[src/hdl/ssme_pkg.sv]
`timescale 1ns / 1ps
// ----------------------------------------------------------------------------
// Sorted set merge engine package
// Shared widths, codes, controller states and the command and status words
// that pass between the controller and the datapath.
// ----------------------------------------------------------------------------
package ssme_pkg;

  localparam int LIST_CAPACITY_DEF = 32;
  localparam int DATA_W            = 32;
  localparam int KIND_W            = 2;
  localparam int MODE_W            = 2;

  // Input word kinds.
  localparam logic [KIND_W-1:0] KIND_LOAD_A = 2'd0;
  localparam logic [KIND_W-1:0] KIND_LOAD_B = 2'd1;
  localparam logic [KIND_W-1:0] KIND_RUN    = 2'd2;

  // Operating modes held in the mode register.
  localparam logic [MODE_W-1:0] MODE_INTERSECT = 2'd0;
  localparam logic [MODE_W-1:0] MODE_DIFF      = 2'd1;
  localparam logic [MODE_W-1:0] MODE_SUBSET    = 2'd2;

  typedef enum logic [1:0] {
    ST_IDLE,
    ST_PRIME,
    ST_WALK,
    ST_FINISH
  } state_t;

  // Commands from the controller to the datapath.
  typedef struct packed {
    logic load_a;
    logic load_b;
    logic start;
    logic step;
    logic finish;
  } cmd_t;

  // Status from the datapath to the controller.
  typedef struct packed {
    logic active;
    logic out_free;
  } status_t;

endpackage

[src/hdl/ssme_in_if.sv]
`timescale 1ns / 1ps
// ----------------------------------------------------------------------------
// Input channel interface
// Carries load and run words into the engine with a valid/ready handshake.
// ----------------------------------------------------------------------------
interface ssme_in_if;
  logic        valid;
  logic        ready;
  logic [1:0]  kind;
  logic signed [31:0] value;

  modport source (output valid, output kind, output value, input ready);
  modport sink   (input valid, input kind, input value, output ready);
endinterface

[src/hdl/ssme_out_if.sv]
`timescale 1ns / 1ps
// ----------------------------------------------------------------------------
// Result channel interface
// Carries result words out of the engine with a valid/ready handshake.
// ----------------------------------------------------------------------------
interface ssme_out_if;
  logic        valid;
  logic        ready;
  logic signed [31:0] value_res;
  logic        has_value;
  logic        contained;
  logic        overflow;
  logic        last;

  modport source (output valid, output value_res, output has_value, output contained,
                  output overflow, output last, input ready);
  modport sink   (input valid, input value_res, input has_value, input contained,
                  input overflow, input last, output ready);
endinterface

[src/hdl/ssme_ctrl.sv]
`timescale 1ns / 1ps
// ----------------------------------------------------------------------------
// Sorted set merge engine controller
// Accepts load and run words, sequences the priming, merge walk and final
// result of a run, and issues commands to the datapath.
// ----------------------------------------------------------------------------
module ssme_ctrl (
  input  logic             clk,
  input  logic             rst,
  ssme_in_if.sink          item,
  input  ssme_pkg::status_t status,
  output ssme_pkg::cmd_t    cmd
);
  import ssme_pkg::*;

  state_t state;
  state_t state_next;

  // State register.
  always_ff @(posedge clk) begin
    if (rst) begin
      state <= ST_IDLE;
    end else begin
      state <= state_next;
    end
  end

  // Next state.
  always_comb begin
    state_next = state;
    case (state)
      ST_IDLE: begin
        if (item.valid && item.kind == KIND_RUN) begin
          state_next = ST_PRIME;
        end
      end
      ST_PRIME: begin
        state_next = ST_WALK;
      end
      ST_WALK: begin
        if (!status.active) begin
          state_next = ST_FINISH;
        end
      end
      ST_FINISH: begin
        if (status.out_free) begin
          state_next = ST_IDLE;
        end
      end
      default: begin
        state_next = ST_IDLE;
      end
    endcase
  end

  // Outputs: handshake and datapath commands.
  always_comb begin
    cmd        = '0;
    item.ready = 1'b0;
    case (state)
      ST_IDLE: begin
        item.ready = 1'b1;
        if (item.valid) begin
          case (item.kind)
            KIND_LOAD_A: cmd.load_a = 1'b1;
            KIND_LOAD_B: cmd.load_b = 1'b1;
            default:     cmd        = '0;
          endcase
        end
      end
      ST_PRIME: begin
        cmd.start = 1'b1;
      end
      ST_WALK: begin
        cmd.step = status.active && status.out_free;
      end
      ST_FINISH: begin
        cmd.finish = status.out_free;
      end
      default: begin
        cmd = '0;
      end
    endcase
  end

endmodule

[src/hdl/ssme_datapath.sv]
`timescale 1ns / 1ps
// ----------------------------------------------------------------------------
// Sorted set merge engine datapath
// Holds both list memories, the counts, the mode register and the walk
// pointers, compares one pair of elements per step and drives the result
// register through a one-deep holding stage that settles the last flag.
// ----------------------------------------------------------------------------
module ssme_datapath #(
  parameter int LIST_CAPACITY = ssme_pkg::LIST_CAPACITY_DEF
) (
  input  logic                clk,
  input  logic                rst,
  input  logic                cfg_we,
  input  logic [1:0]          cfg_wdata,
  input  logic signed [31:0]  load_value,
  input  ssme_pkg::cmd_t      cmd,
  output ssme_pkg::status_t   status,
  ssme_out_if.source          result
);
  import ssme_pkg::*;

  localparam int CW = $clog2(LIST_CAPACITY + 1);
  localparam int AW = (LIST_CAPACITY > 1) ? $clog2(LIST_CAPACITY) : 1;
  localparam logic [CW-1:0] CAP = CW'(LIST_CAPACITY);

  logic [MODE_W-1:0] mode;
  logic [CW-1:0]     count_a;
  logic [CW-1:0]     count_b;
  logic              overflow_flag;

  logic [DATA_W-1:0] list_a_store [LIST_CAPACITY];
  logic [DATA_W-1:0] list_b_store [LIST_CAPACITY];
  logic [DATA_W-1:0] rd_a;
  logic [DATA_W-1:0] rd_b;

  logic [CW-1:0]     pa;
  logic [CW-1:0]     pb;
  logic [CW-1:0]     pa_next;
  logic [CW-1:0]     pb_next;
  logic              fail;
  logic              pend_valid;
  logic [DATA_W-1:0] pend_value;

  logic              out_valid;
  logic [DATA_W-1:0] out_value;
  logic              out_has;
  logic              out_cont;
  logic              out_ovf;
  logic              out_last;

  logic a_full;
  logic b_full;
  logic a_ok;
  logic b_ok;
  logic a_lt;
  logic a_gt;
  logic eq;
  logic active;
  logic adv_a;
  logic adv_b;
  logic emit;
  logic set_fail;
  logic emit_push;
  logic final_has;

  assign a_full = (count_a == CAP);
  assign b_full = (count_b == CAP);
  assign a_ok   = (pa < count_a);
  assign b_ok   = (pb < count_b);
  assign a_lt   = $signed(rd_a) < $signed(rd_b);
  assign a_gt   = $signed(rd_a) > $signed(rd_b);
  assign eq     = (rd_a == rd_b);

  // Per-mode decision for one step of the two-pointer walk.
  always_comb begin
    active   = 1'b0;
    adv_a    = 1'b0;
    adv_b    = 1'b0;
    emit     = 1'b0;
    set_fail = 1'b0;
    case (mode)
      MODE_INTERSECT: begin
        active = a_ok && b_ok;
        adv_a  = !a_gt;
        adv_b  = !a_lt;
        emit   = eq;
      end
      MODE_DIFF: begin
        active = a_ok;
        if (!b_ok) begin
          adv_a = 1'b1;
          emit  = 1'b1;
        end else begin
          adv_a = !a_gt;
          adv_b = !a_lt;
          emit  = a_lt;
        end
      end
      MODE_SUBSET: begin
        active   = !fail && a_ok && b_ok;
        set_fail = a_gt;
        adv_a    = !a_gt;
        adv_b    = eq;
      end
      default: begin
        active = 1'b0;
      end
    endcase
  end

  assign status.active   = active;
  assign status.out_free = !out_valid || result.ready;

  // Pointer update; the memories read ahead at the next pointer.
  always_comb begin
    pa_next = pa;
    pb_next = pb;
    if (cmd.finish) begin
      pa_next = '0;
      pb_next = '0;
    end else if (cmd.step) begin
      if (adv_a) begin
        pa_next = pa + CW'(1);
      end
      if (adv_b) begin
        pb_next = pb + CW'(1);
      end
    end
  end

  always_ff @(posedge clk) begin
    if (rst) begin
      pa <= '0;
      pb <= '0;
    end else begin
      pa <= pa_next;
      pb <= pb_next;
    end
  end

  // List memories: written at the fill count, read at the walk pointer.
  always_ff @(posedge clk) begin
    if (cmd.load_a && !a_full) begin
      list_a_store[count_a[AW-1:0]] <= load_value;
    end
    rd_a <= list_a_store[pa_next[AW-1:0]];
  end

  always_ff @(posedge clk) begin
    if (cmd.load_b && !b_full) begin
      list_b_store[count_b[AW-1:0]] <= load_value;
    end
    rd_b <= list_b_store[pb_next[AW-1:0]];
  end

  // Mode register, fill counts and overflow flag.
  always_ff @(posedge clk) begin
    if (rst) begin
      mode          <= MODE_INTERSECT;
      count_a       <= '0;
      count_b       <= '0;
      overflow_flag <= 1'b0;
    end else begin
      if (cfg_we) begin
        mode <= cfg_wdata;
      end
      if (cmd.finish) begin
        count_a       <= '0;
        count_b       <= '0;
        overflow_flag <= 1'b0;
      end else begin
        if (cmd.load_a) begin
          if (a_full) begin
            overflow_flag <= 1'b1;
          end else begin
            count_a <= count_a + CW'(1);
          end
        end
        if (cmd.load_b) begin
          if (b_full) begin
            overflow_flag <= 1'b1;
          end else begin
            count_b <= count_b + CW'(1);
          end
        end
      end
    end
  end

  // Subset failure flag and the holding stage for the newest element.
  always_ff @(posedge clk) begin
    if (rst) begin
      fail       <= 1'b0;
      pend_valid <= 1'b0;
    end else if (cmd.start) begin
      fail       <= (count_a < count_b);
      pend_valid <= 1'b0;
    end else if (cmd.step) begin
      if (set_fail) begin
        fail <= 1'b1;
      end
      if (emit) begin
        pend_valid <= 1'b1;
      end
    end
  end

  always_ff @(posedge clk) begin
    if (cmd.step && emit) begin
      pend_value <= rd_a;
    end
  end

  // A held element moves out once a newer one arrives; the final word of
  // the run carries the last flag.
  assign emit_push = cmd.step && emit && pend_valid;
  assign final_has = pend_valid && (mode == MODE_INTERSECT || mode == MODE_DIFF);

  always_ff @(posedge clk) begin
    if (rst) begin
      out_valid <= 1'b0;
    end else if (emit_push || cmd.finish) begin
      out_valid <= 1'b1;
    end else if (result.ready) begin
      out_valid <= 1'b0;
    end
  end

  always_ff @(posedge clk) begin
    if (emit_push) begin
      out_value <= pend_value;
      out_has   <= 1'b1;
      out_cont  <= 1'b0;
      out_ovf   <= overflow_flag;
      out_last  <= 1'b0;
    end else if (cmd.finish) begin
      out_value <= final_has ? pend_value : '0;
      out_has   <= final_has;
      out_cont  <= (mode == MODE_SUBSET) && !fail && !b_ok;
      out_ovf   <= overflow_flag;
      out_last  <= 1'b1;
    end
  end

  assign result.valid     = out_valid;
  assign result.value_res = out_value;
  assign result.has_value = out_has;
  assign result.contained = out_cont;
  assign result.overflow  = out_ovf;
  assign result.last      = out_last;

endmodule

[src/hdl/sorted_set_merge_engine.sv]
`timescale 1ns / 1ps
// ----------------------------------------------------------------------------
// Sorted set merge engine
// Loads two ascending lists of signed 32-bit values and merges them by mode.
// ----------------------------------------------------------------------------
// Usage: the item channel takes one word per cycle while idle; kind 0 appends
// value to list A, kind 1 appends it to list B, kind 2 starts a run and kind
// 3 is ignored. A load into a full list is dropped and reported as overflow
// in every result word of the next run. The mode register is written through
// cfg_we/cfg_wdata: 0 gives the intersection, 1 gives A minus B, 2 gives one
// word with contained set if B lies in A. The user must write it only while
// the engine is idle; the block itself does not enforce this. A run has a
// set-up state after the run word, then a merge walk of at most count_a +
// count_b comparisons, then a closing state that registers the final word;
// the walk compares one element pair per cycle from registered memory reads.
// Input is not taken during a run. Results leave through a single output
// register; while a word waits there with ready low the walk pauses. An
// empty answer gives one word with has_value clear. The final word of a run
// carries last. Reset clears the counts, overflow flag and mode; list
// contents are not cleared and need no sweep.
// ----------------------------------------------------------------------------
module sorted_set_merge_engine #(
  parameter int LIST_CAPACITY = ssme_pkg::LIST_CAPACITY_DEF
) (
  input  logic       clk,
  input  logic       rst,
  input  logic       cfg_we,
  input  logic [1:0] cfg_wdata,
  ssme_in_if.sink    item,
  ssme_out_if.source result
);
  import ssme_pkg::*;

  cmd_t    cmd;
  status_t status;

  // Sequencing of loads and runs.
  ssme_ctrl u_ctrl (
    .clk    (clk),
    .rst    (rst),
    .item   (item),
    .status (status),
    .cmd    (cmd)
  );

  // Storage, merge walk and result register.
  ssme_datapath #(
    .LIST_CAPACITY (LIST_CAPACITY)
  ) u_datapath (
    .clk        (clk),
    .rst        (rst),
    .cfg_we     (cfg_we),
    .cfg_wdata  (cfg_wdata),
    .load_value (item.value),
    .cmd        (cmd),
    .status     (status),
    .result     (result)
  );

endmodule
[src/flat_wrapper.sv]
// flat-port wrapper written by rule: the top's interface ports become plain ports
module sorted_set_merge_engine_flat import ssme_pkg::*;
#(
  parameter int LIST_CAPACITY = ssme_pkg::LIST_CAPACITY_DEF
)
  (clk, rst, cfg_we, cfg_wdata, item_valid, item_kind, item_value, item_ready, result_valid, result_value_res, result_has_value, result_contained, result_overflow, result_last, result_ready);
  ssme_in_if item_i ();
  ssme_out_if result_i ();
  input  logic clk;
  input  logic rst;
  input  logic cfg_we;
  input  logic [1:0] cfg_wdata;
  input wire logic [$bits(item_i.valid)-1:0] item_valid;
  input wire logic [$bits(item_i.kind)-1:0] item_kind;
  input wire logic [$bits(item_i.value)-1:0] item_value;
  output wire logic [$bits(item_i.ready)-1:0] item_ready;
  output wire logic [$bits(result_i.valid)-1:0] result_valid;
  output wire logic [$bits(result_i.value_res)-1:0] result_value_res;
  output wire logic [$bits(result_i.has_value)-1:0] result_has_value;
  output wire logic [$bits(result_i.contained)-1:0] result_contained;
  output wire logic [$bits(result_i.overflow)-1:0] result_overflow;
  output wire logic [$bits(result_i.last)-1:0] result_last;
  input wire logic [$bits(result_i.ready)-1:0] result_ready;
  assign item_i.valid = item_valid;
  assign item_i.kind = item_kind;
  assign item_i.value = item_value;
  assign item_ready = item_i.ready;
  assign result_valid = result_i.valid;
  assign result_value_res = result_i.value_res;
  assign result_has_value = result_i.has_value;
  assign result_contained = result_i.contained;
  assign result_overflow = result_i.overflow;
  assign result_last = result_i.last;
  assign result_i.ready = result_ready;
  sorted_set_merge_engine #(.LIST_CAPACITY(LIST_CAPACITY)) u_core (.clk(clk), .rst(rst), .cfg_we(cfg_we), .cfg_wdata(cfg_wdata), .item(item_i), .result(result_i));
endmodule
[config.mk]
export PLATFORM = sky130hd
export DESIGN_NAME = sorted_set_merge_engine_flat
export DESIGN_NICKNAME = d
export VERILOG_FILES = /design/src/hdl/ssme_pkg.sv /design/src/hdl/ssme_in_if.sv /design/src/hdl/ssme_out_if.sv /design/src/hdl/ssme_ctrl.sv /design/src/hdl/ssme_datapath.sv /design/src/hdl/sorted_set_merge_engine.sv /design/src/flat_wrapper.sv
export SDC_FILE = /design/constraint.sdc
export NUM_CORES = 2
export LEC_CHECK = 0
export BUFFER_PORTS_ARGS = -buffer_cell sky130_fd_sc_hd__buf_2
export CAP_MARGIN = 30
export CORE_ASPECT_RATIO = 1.4
export CORE_MARGIN = 5
export CORE_UTILIZATION = 60
export CTS_CLUSTER_DIAMETER = 30
export CTS_CLUSTER_SIZE = 40
export DETAILED_ROUTE_END_ITERATION = 8
export GPL_ROUTABILITY_DRIVEN = 0
export PLACE_DENSITY = 0.73
export SLEW_MARGIN = 5
export SYNTH_ARGS = -nofsm -noshare
export SYNTH_HDL_FRONTEND = slang
export SYNTH_SLANG_ARGS = --single-unit
[constraint.sdc]
create_clock -name clk -period 15 [get_ports clk]
set_clock_uncertainty 0.1 [all_clocks]
set_input_delay 1.5 -clock clk [delete_from_list [all_inputs] [get_ports clk]]
set_output_delay 1.5 -clock clk [all_outputs]
set_load 0.05 [all_outputs]
Word-level counts from Yosys, hierarchy flattened
Memories as Yosys holds them, arrays and structs flattened. A register that Yosys moved wholly into a read port is not among the register bits. Index checks and enable logic that the tools add are counted.

Add/sub/neg operators: 4. $lt $le $gt $ge: 5. Eq/ne operators: 13. Mux-type cells: 44. Bitwise logic cells: 2. Reduce and logical (&&, ||, !) cells: 39.

Operators with widths (count): 32-bit 2-to-1 mux (3); 5-bit 2-to-1 mux (7); 32-bit equality test (1); 32-bit greater-than comparator (1); 32-bit < comparator (1); 6-bit by 1-bit adder with 6-bit output, second input constant (4); 1-bit 2-to-1 mux (22); 6-bit < comparator (3); 6-bit equality test, second input constant (2); 1-bit logical AND (12); 2-bit AND reduction (6); 1-bit one-hot mux with 2 select lines (5); 2-bit equality test, second input constant (4); 2-bit 2-to-1 mux (4); 2-bit one-hot mux with 4 select lines (1); 2-bit nonzero test (4); 1-bit logical NOT (7); 2-bit by 1-bit equality test with 1-bit output, second input constant (3); 2-bit logical NOT (3); 2-bit inequality test, second input constant (3); 1-bit one-hot mux with 3 select lines (2); 2-bit OR reduction (3); 1-bit logical OR (3); 3-bit AND reduction (1); 1-bit inverter (2).

Register bits after elaboration: 100. Memory bits (writable): 2048. Input port bits: 41. Logic and storage cells: 127. Memories kept: 2.

Memories: u_core.u_datapath.list_a_store (words 32, width 32, read ports 1, clocked after memory_dff 1, write ports 1, line ssme_datapath.sv:31) `logic [DATA_W-1:0] list_a_store [LIST_CAPACITY];`; u_core.u_datapath.list_b_store (words 32, width 32, read ports 1, clocked after memory_dff 1, write ports 1, line ssme_datapath.sv:32) `logic [DATA_W-1:0] list_b_store [LIST_CAPACITY];`.

Depth between registers and ports, before layout
Word-level depth: 10. Gate-level depth with buffers: 16.

Cells and area by module
From an unflattened synthesis, not the netlist that was laid out.

Cell total of the unflattened synthesis: 5162. Area total of the unflattened synthesis: 86127.6 µm².

Modules (own cells, without submodules): ssme_datapath (instances 1, cells an instance 5141, area each 85919.9 µm²); ssme_ctrl (instances 1, cells an instance 21, area each 207.7 µm²).

Worst setup path after synthesis
OpenSTA, ideal clock, no wires.

Kind: reg2reg. Start: register u_core.u_datapath.rd_b[31], read port of u_core.u_datapath.list_b_store. End: register u_core.u_datapath.out_ovf (netlist: u_core.u_datapath.result.overflow) (enable). Setup time: 0.391 ns. Arrival time: 5.945 ns. Required time: 14.509 ns. Setup slack: 8.564 ns. Cell stages (with the launch flop): 10. Clock period less this slack: 6.436 ns. Cell sequence: dfxtp_1 inv_1 ha_1 nand4_1 or4_4 a21oi_1 a21oi_1 a311oi_1 nand2_1 nand2_1.

Cells in the longest elaborated chain, start to end: 6.

Ends and longest elaborated chain: start: declaration (line ssme_datapath.sv:34) `logic [DATA_W-1:0] rd_b;`; 32-bit < comparator (line ssme_datapath.sv:70) `assign a_lt = $signed(rd_a) < $signed(rd_b);`; 1-bit 2-to-1 mux (line ssme_datapath.sv:90) `if (!b_ok) begin`; 1-bit one-hot mux with 2 select lines (*) (line ssme_datapath.sv:81) `case (mode)`; 1-bit logical AND (*) (2 in a row) (line ssme_datapath.sv:216) `assign emit_push = cmd.step && emit && pend_valid;`; 2-bit nonzero test (no line) (*); end signal: assignment (line ssme_datapath.sv:234) `out_ovf <= overflow_flag;`; end signal: assignment (line ssme_datapath.sv:240) `out_ovf <= overflow_flag;`; end: declaration (line ssme_datapath.sv:48) `logic out_ovf;`.

Every way passes the cells marked *; elsewhere a longest branch is shown, timed or not. A chain may end at the register's enable or synchronous reset.

Final worst setup path
Start: register u_core.u_datapath.rd_b[27], read port of u_core.u_datapath.list_b_store. End: register u_core.u_datapath.rd_b[7], read port of u_core.u_datapath.list_b_store.

Cells in the longest elaborated chain, start to end: 7.

Ends and longest elaborated chain: 32-bit < comparator (line ssme_datapath.sv:70); 1-bit logical NOT (line ssme_datapath.sv:85, ssme_datapath.sv:95); 1-bit 2-to-1 mux (line ssme_datapath.sv:90); 1-bit one-hot mux with 3 select lines (*) (line ssme_datapath.sv:81); 5-bit 2-to-1 mux (*) (line ssme_datapath.sv:125) `if (adv_b) begin`; 5-bit 2-to-1 mux (*) (line ssme_datapath.sv:121) `end else if (cmd.step) begin`; 5-bit 2-to-1 mux (*) (line ssme_datapath.sv:118) `if (cmd.finish) begin`.

Marked as above.

==> out/metrics.csv <==
metric,value,unit
fmax,139,MHz
min_to,u_core.u_datapath.pend_value[31],
min_period,7180,ps
die_w,331,um
worst_pin_slew,1080,ps
rsz0062_at_grt,no,
drc,0,
die_h,459,um
ant_nets,0,
synth-seq-cells,2212,
fin_cells,8498,
critPathMaxFanout,202,
synthSimpleGateAreaFrac,0.140,
reg2reg_depth,16,
syn-cell-area,86300,um2
gr-usage-all-layers,0.303,
ir_drop,0.0888,mV
final_nets,6449,
min-delay-start,u_core.u_datapath.rd_a[31],
finalSetupTns,0,ps
max_cap_viol_count,0,
critPathKind,reg -> reg,
cts_hold_buf,0,
cts_buffers,305,
ioPinCount,79,
cts_resized,0,
cts_max_path_buffers,4,
final_cell_mix,"edfxtp_1 (2113), nand2_1 (1561), nand3_1 (570)",
grt_pass1_vias,53500,
synthMuxAreaShare,0.0261,
post_cts_buffers,0,
antenna_found_initial,25,
r2r-start,u_core.u_datapath.rd_b[27],
yosysSeqAreaShare,0.758,
status,"complete, no violations",
worstPathArrival,7710,ps
clk_pin_slew,50,ps
leakagePower,34.2,nW
dr.pass1.iters,8,
holdPathStages,0,
synth_top_family_by_area,simple AND/OR/NAND/NOR gates,
tritoncts,built,
synth-compound-area-share,0.0447,
async_flop_share,0,
finalMaxSlewViolations,0,
synth_area_per_cell,14.0,um2
io_buffers,78,
max_slew_margin,0.279,
start_util,0.604,
report.final.setup_viol,0,
die_area,152000,um2
cts_root_buf,clkbuf_16,
power.total,14.3,mW
synth_edf_count,2113,
power.density,143,nW/um2
areaGrowthSynthToFinish,15.9,%
grt_pass1_wl,340000,um
h-tree-depth,5,
num_rows,164,
drtIter0Drc,7272,
min_period_over_period,0.479,
synth_flop_cell,edfxtp_1,
reg2reg_to,u_core.u_datapath.rd_b[7],
crit_required,15530,ps
syn_inst,6171,
dp_hpwl,121000,um
via_per_inst,6.40,
insertion_delay,930,ps
core-area,143000,um2
hold_path.class,reg -> reg,
num_vias,54400,
cp-start-kind,flip-flop,
synthAdderAreaFrac,0.00884,
wirelength,232000,um
syn_nets,6273,
ys_warn_count,0,
r2r_setup_slack,7820,ps
drive_gt1_frac,0.138,
cts_sinks,2212,
yosysUniqueCellTypes,72,
finalHoldViolCount,0,
routedWlPerCell,27.4,um
grt_max_degree,203,
final_common_cell,edfxtp_1,
synthXorXnorAreaFrac,0.00162,
grt_overflow,0,
endpoint_kind,flip-flop,
numPlacedInstances,7931,
## metrics by stage
step / cell area, um2 / util / setup slack (ps) / hold slack [ps]
global placement: 89100 / 0.624 / 7940 / 323
floorplan: 86300 / - / 8560 / 308
detailed placement: 89400 / 0.626 / 7890 / 322
global route: 100000 / 0.700 / 7530 / 344
finish: 100000 / 0.700 / 7820 / 338
CTS: 99600 / 0.698 / 7830 / 334
## synthesized netlist by cell type (4+ instances only)
cell | count | share of area
edfxtp_1 | 2113 | 0.74
nand2_1 | 1562 | 0.068
nand3_1 | 570 | 0.033
a21oi_1 | 249 | 0.014
clkbuf_1 | 214 | 0.0093
nor2_1 | 202 | 0.0088
nand4_1 | 106 | 0.0077
dfxtp_1 | 99 | 0.023
a32oi_1 | 96 | 0.0097
buf_2 | 96 | 0.0056
mux2i_1 | 72 | 0.0083
a31oi_1 | 69 | 0.0050
and3_1 | 64 | 0.0046
o22ai_1 | 64 | 0.0046
ha_1 | 61 | 0.0088
mux4_2 | 60 | 0.016
inv_1 | 50 | 0.0022
o21ai_0 | 44 | 0.0026
nor3_1 | 42 | 0.0024
and2_1 | 40 | 0.0029
nand3b_1 | 38 | 0.0033
or3_1 | 36 | 0.0026
buf_1 | 35 | 0.0015
a211o_1 | 32 | 0.0032
nor4_2 | 22 | 0.0032
nor4_1 | 13 | 0.00094
buf_4 | 12 | 0.0010
xnor2_1 | 12 | 0.0012
nor2b_1 | 10 | 0.00072
nand2b_1 | 9 | 0.00065
buf_6 | 7 | 0.00091
a21o_1 | 5 | 0.00043
mux4_1 | 5 | 0.0015
o21a_1 | 5 | 0.00043
o211ai_1 | 4 | 0.00035
xor2_1 | 4 | 0.00041
## layout make-up
class,count,area [um2]
Fill cell,9095,42800
Inverter,53,199
Timing Repair Buffer,233,2030
Sequential cell,2212,65400
Multi-Input combinational cell,3542,19700
Tap cell,1909,2390
Clock buffer,349,8120
Clock inverter,189,2080
Antenna cell,11,27.5
## worst max-delay path by stage
stage | start | endpoint
global route | u_core.u_datapath.rd_b[27] | u_core.u_datapath.rd_b[7]
floorplan | u_core.u_datapath.rd_b[31] | u_core.u_datapath.result.overflow
finish | u_core.u_datapath.rd_b[27] | u_core.u_datapath.rd_b[7]
CTS | u_core.u_datapath.rd_b[27] | u_core.u_datapath.rd_b[7]
global placement | u_core.u_datapath.rd_b[27] | u_core.u_datapath.rd_b[7]
detailed placement | u_core.u_datapath.rd_b[27] | u_core.u_datapath.rd_b[7]
## metal layers
layer / global-route usage / routed length, um / vias up
li1: - / - / 23300
met1: 0.388 / 80800 / 27000
met2: 0.502 / 115000 / 3386
met5: 0 / 91 / -
met4: 0.144 / 12100 / 14
met3: 0.0637 / 24400 / 709
## power breakdown
part           leakage (nW)  switching (mW)  internal (mW)
Clock                  4.98            2.72           4.44
Sequential             19.9          0.0279           6.80
Combinational          9.38           0.243         0.0817
Total                  34.2            2.99           11.3
## state kept, by name (all words and copies together) (netlist names), 2 cells and up
register / cells
u_core.u_ctrl.state: 2
u_core.u_datapath.count_a: 6
u_core.u_datapath.count_b: 6
u_core.u_datapath.list_a_store: 1024
u_core.u_datapath.list_b_store: 1024
u_core.u_datapath.mode: 2
u_core.u_datapath.pa: 6
u_core.u_datapath.pb: 6
u_core.u_datapath.pend_value: 32
u_core.u_datapath.rd_a: 32
u_core.u_datapath.rd_b: 32
u_core.u_datapath.result.value_res: 32
## logic make-up after synthesis
group                    count (synthesis)
AO/OA/AOI/OAI                          597
flip-flops                            2212
XOR/XNOR                                16
buffers and inverters                  417
adder cells (fa/ha/maj)                 61
multiplexers                           141
AND/OR/NAND/NOR                       2727
## critical path: stages, from the launching register on
cell      delay (ps)
dfxtp_1          450
inv_1             80
ha_1             320
a21oi_1          160
o21ai_0          170
a211oi_1         700
o311a_1          420
a21oi_1          190
a21boi_1         690
mux2i_4          330
buf_4            590
buf_12           680
buf_4            920
mux2i_1          270
a32oi_1           90
nand4_1          150
nand4_1          330
No activity file was read; power rests on OpenSTA's default activity.
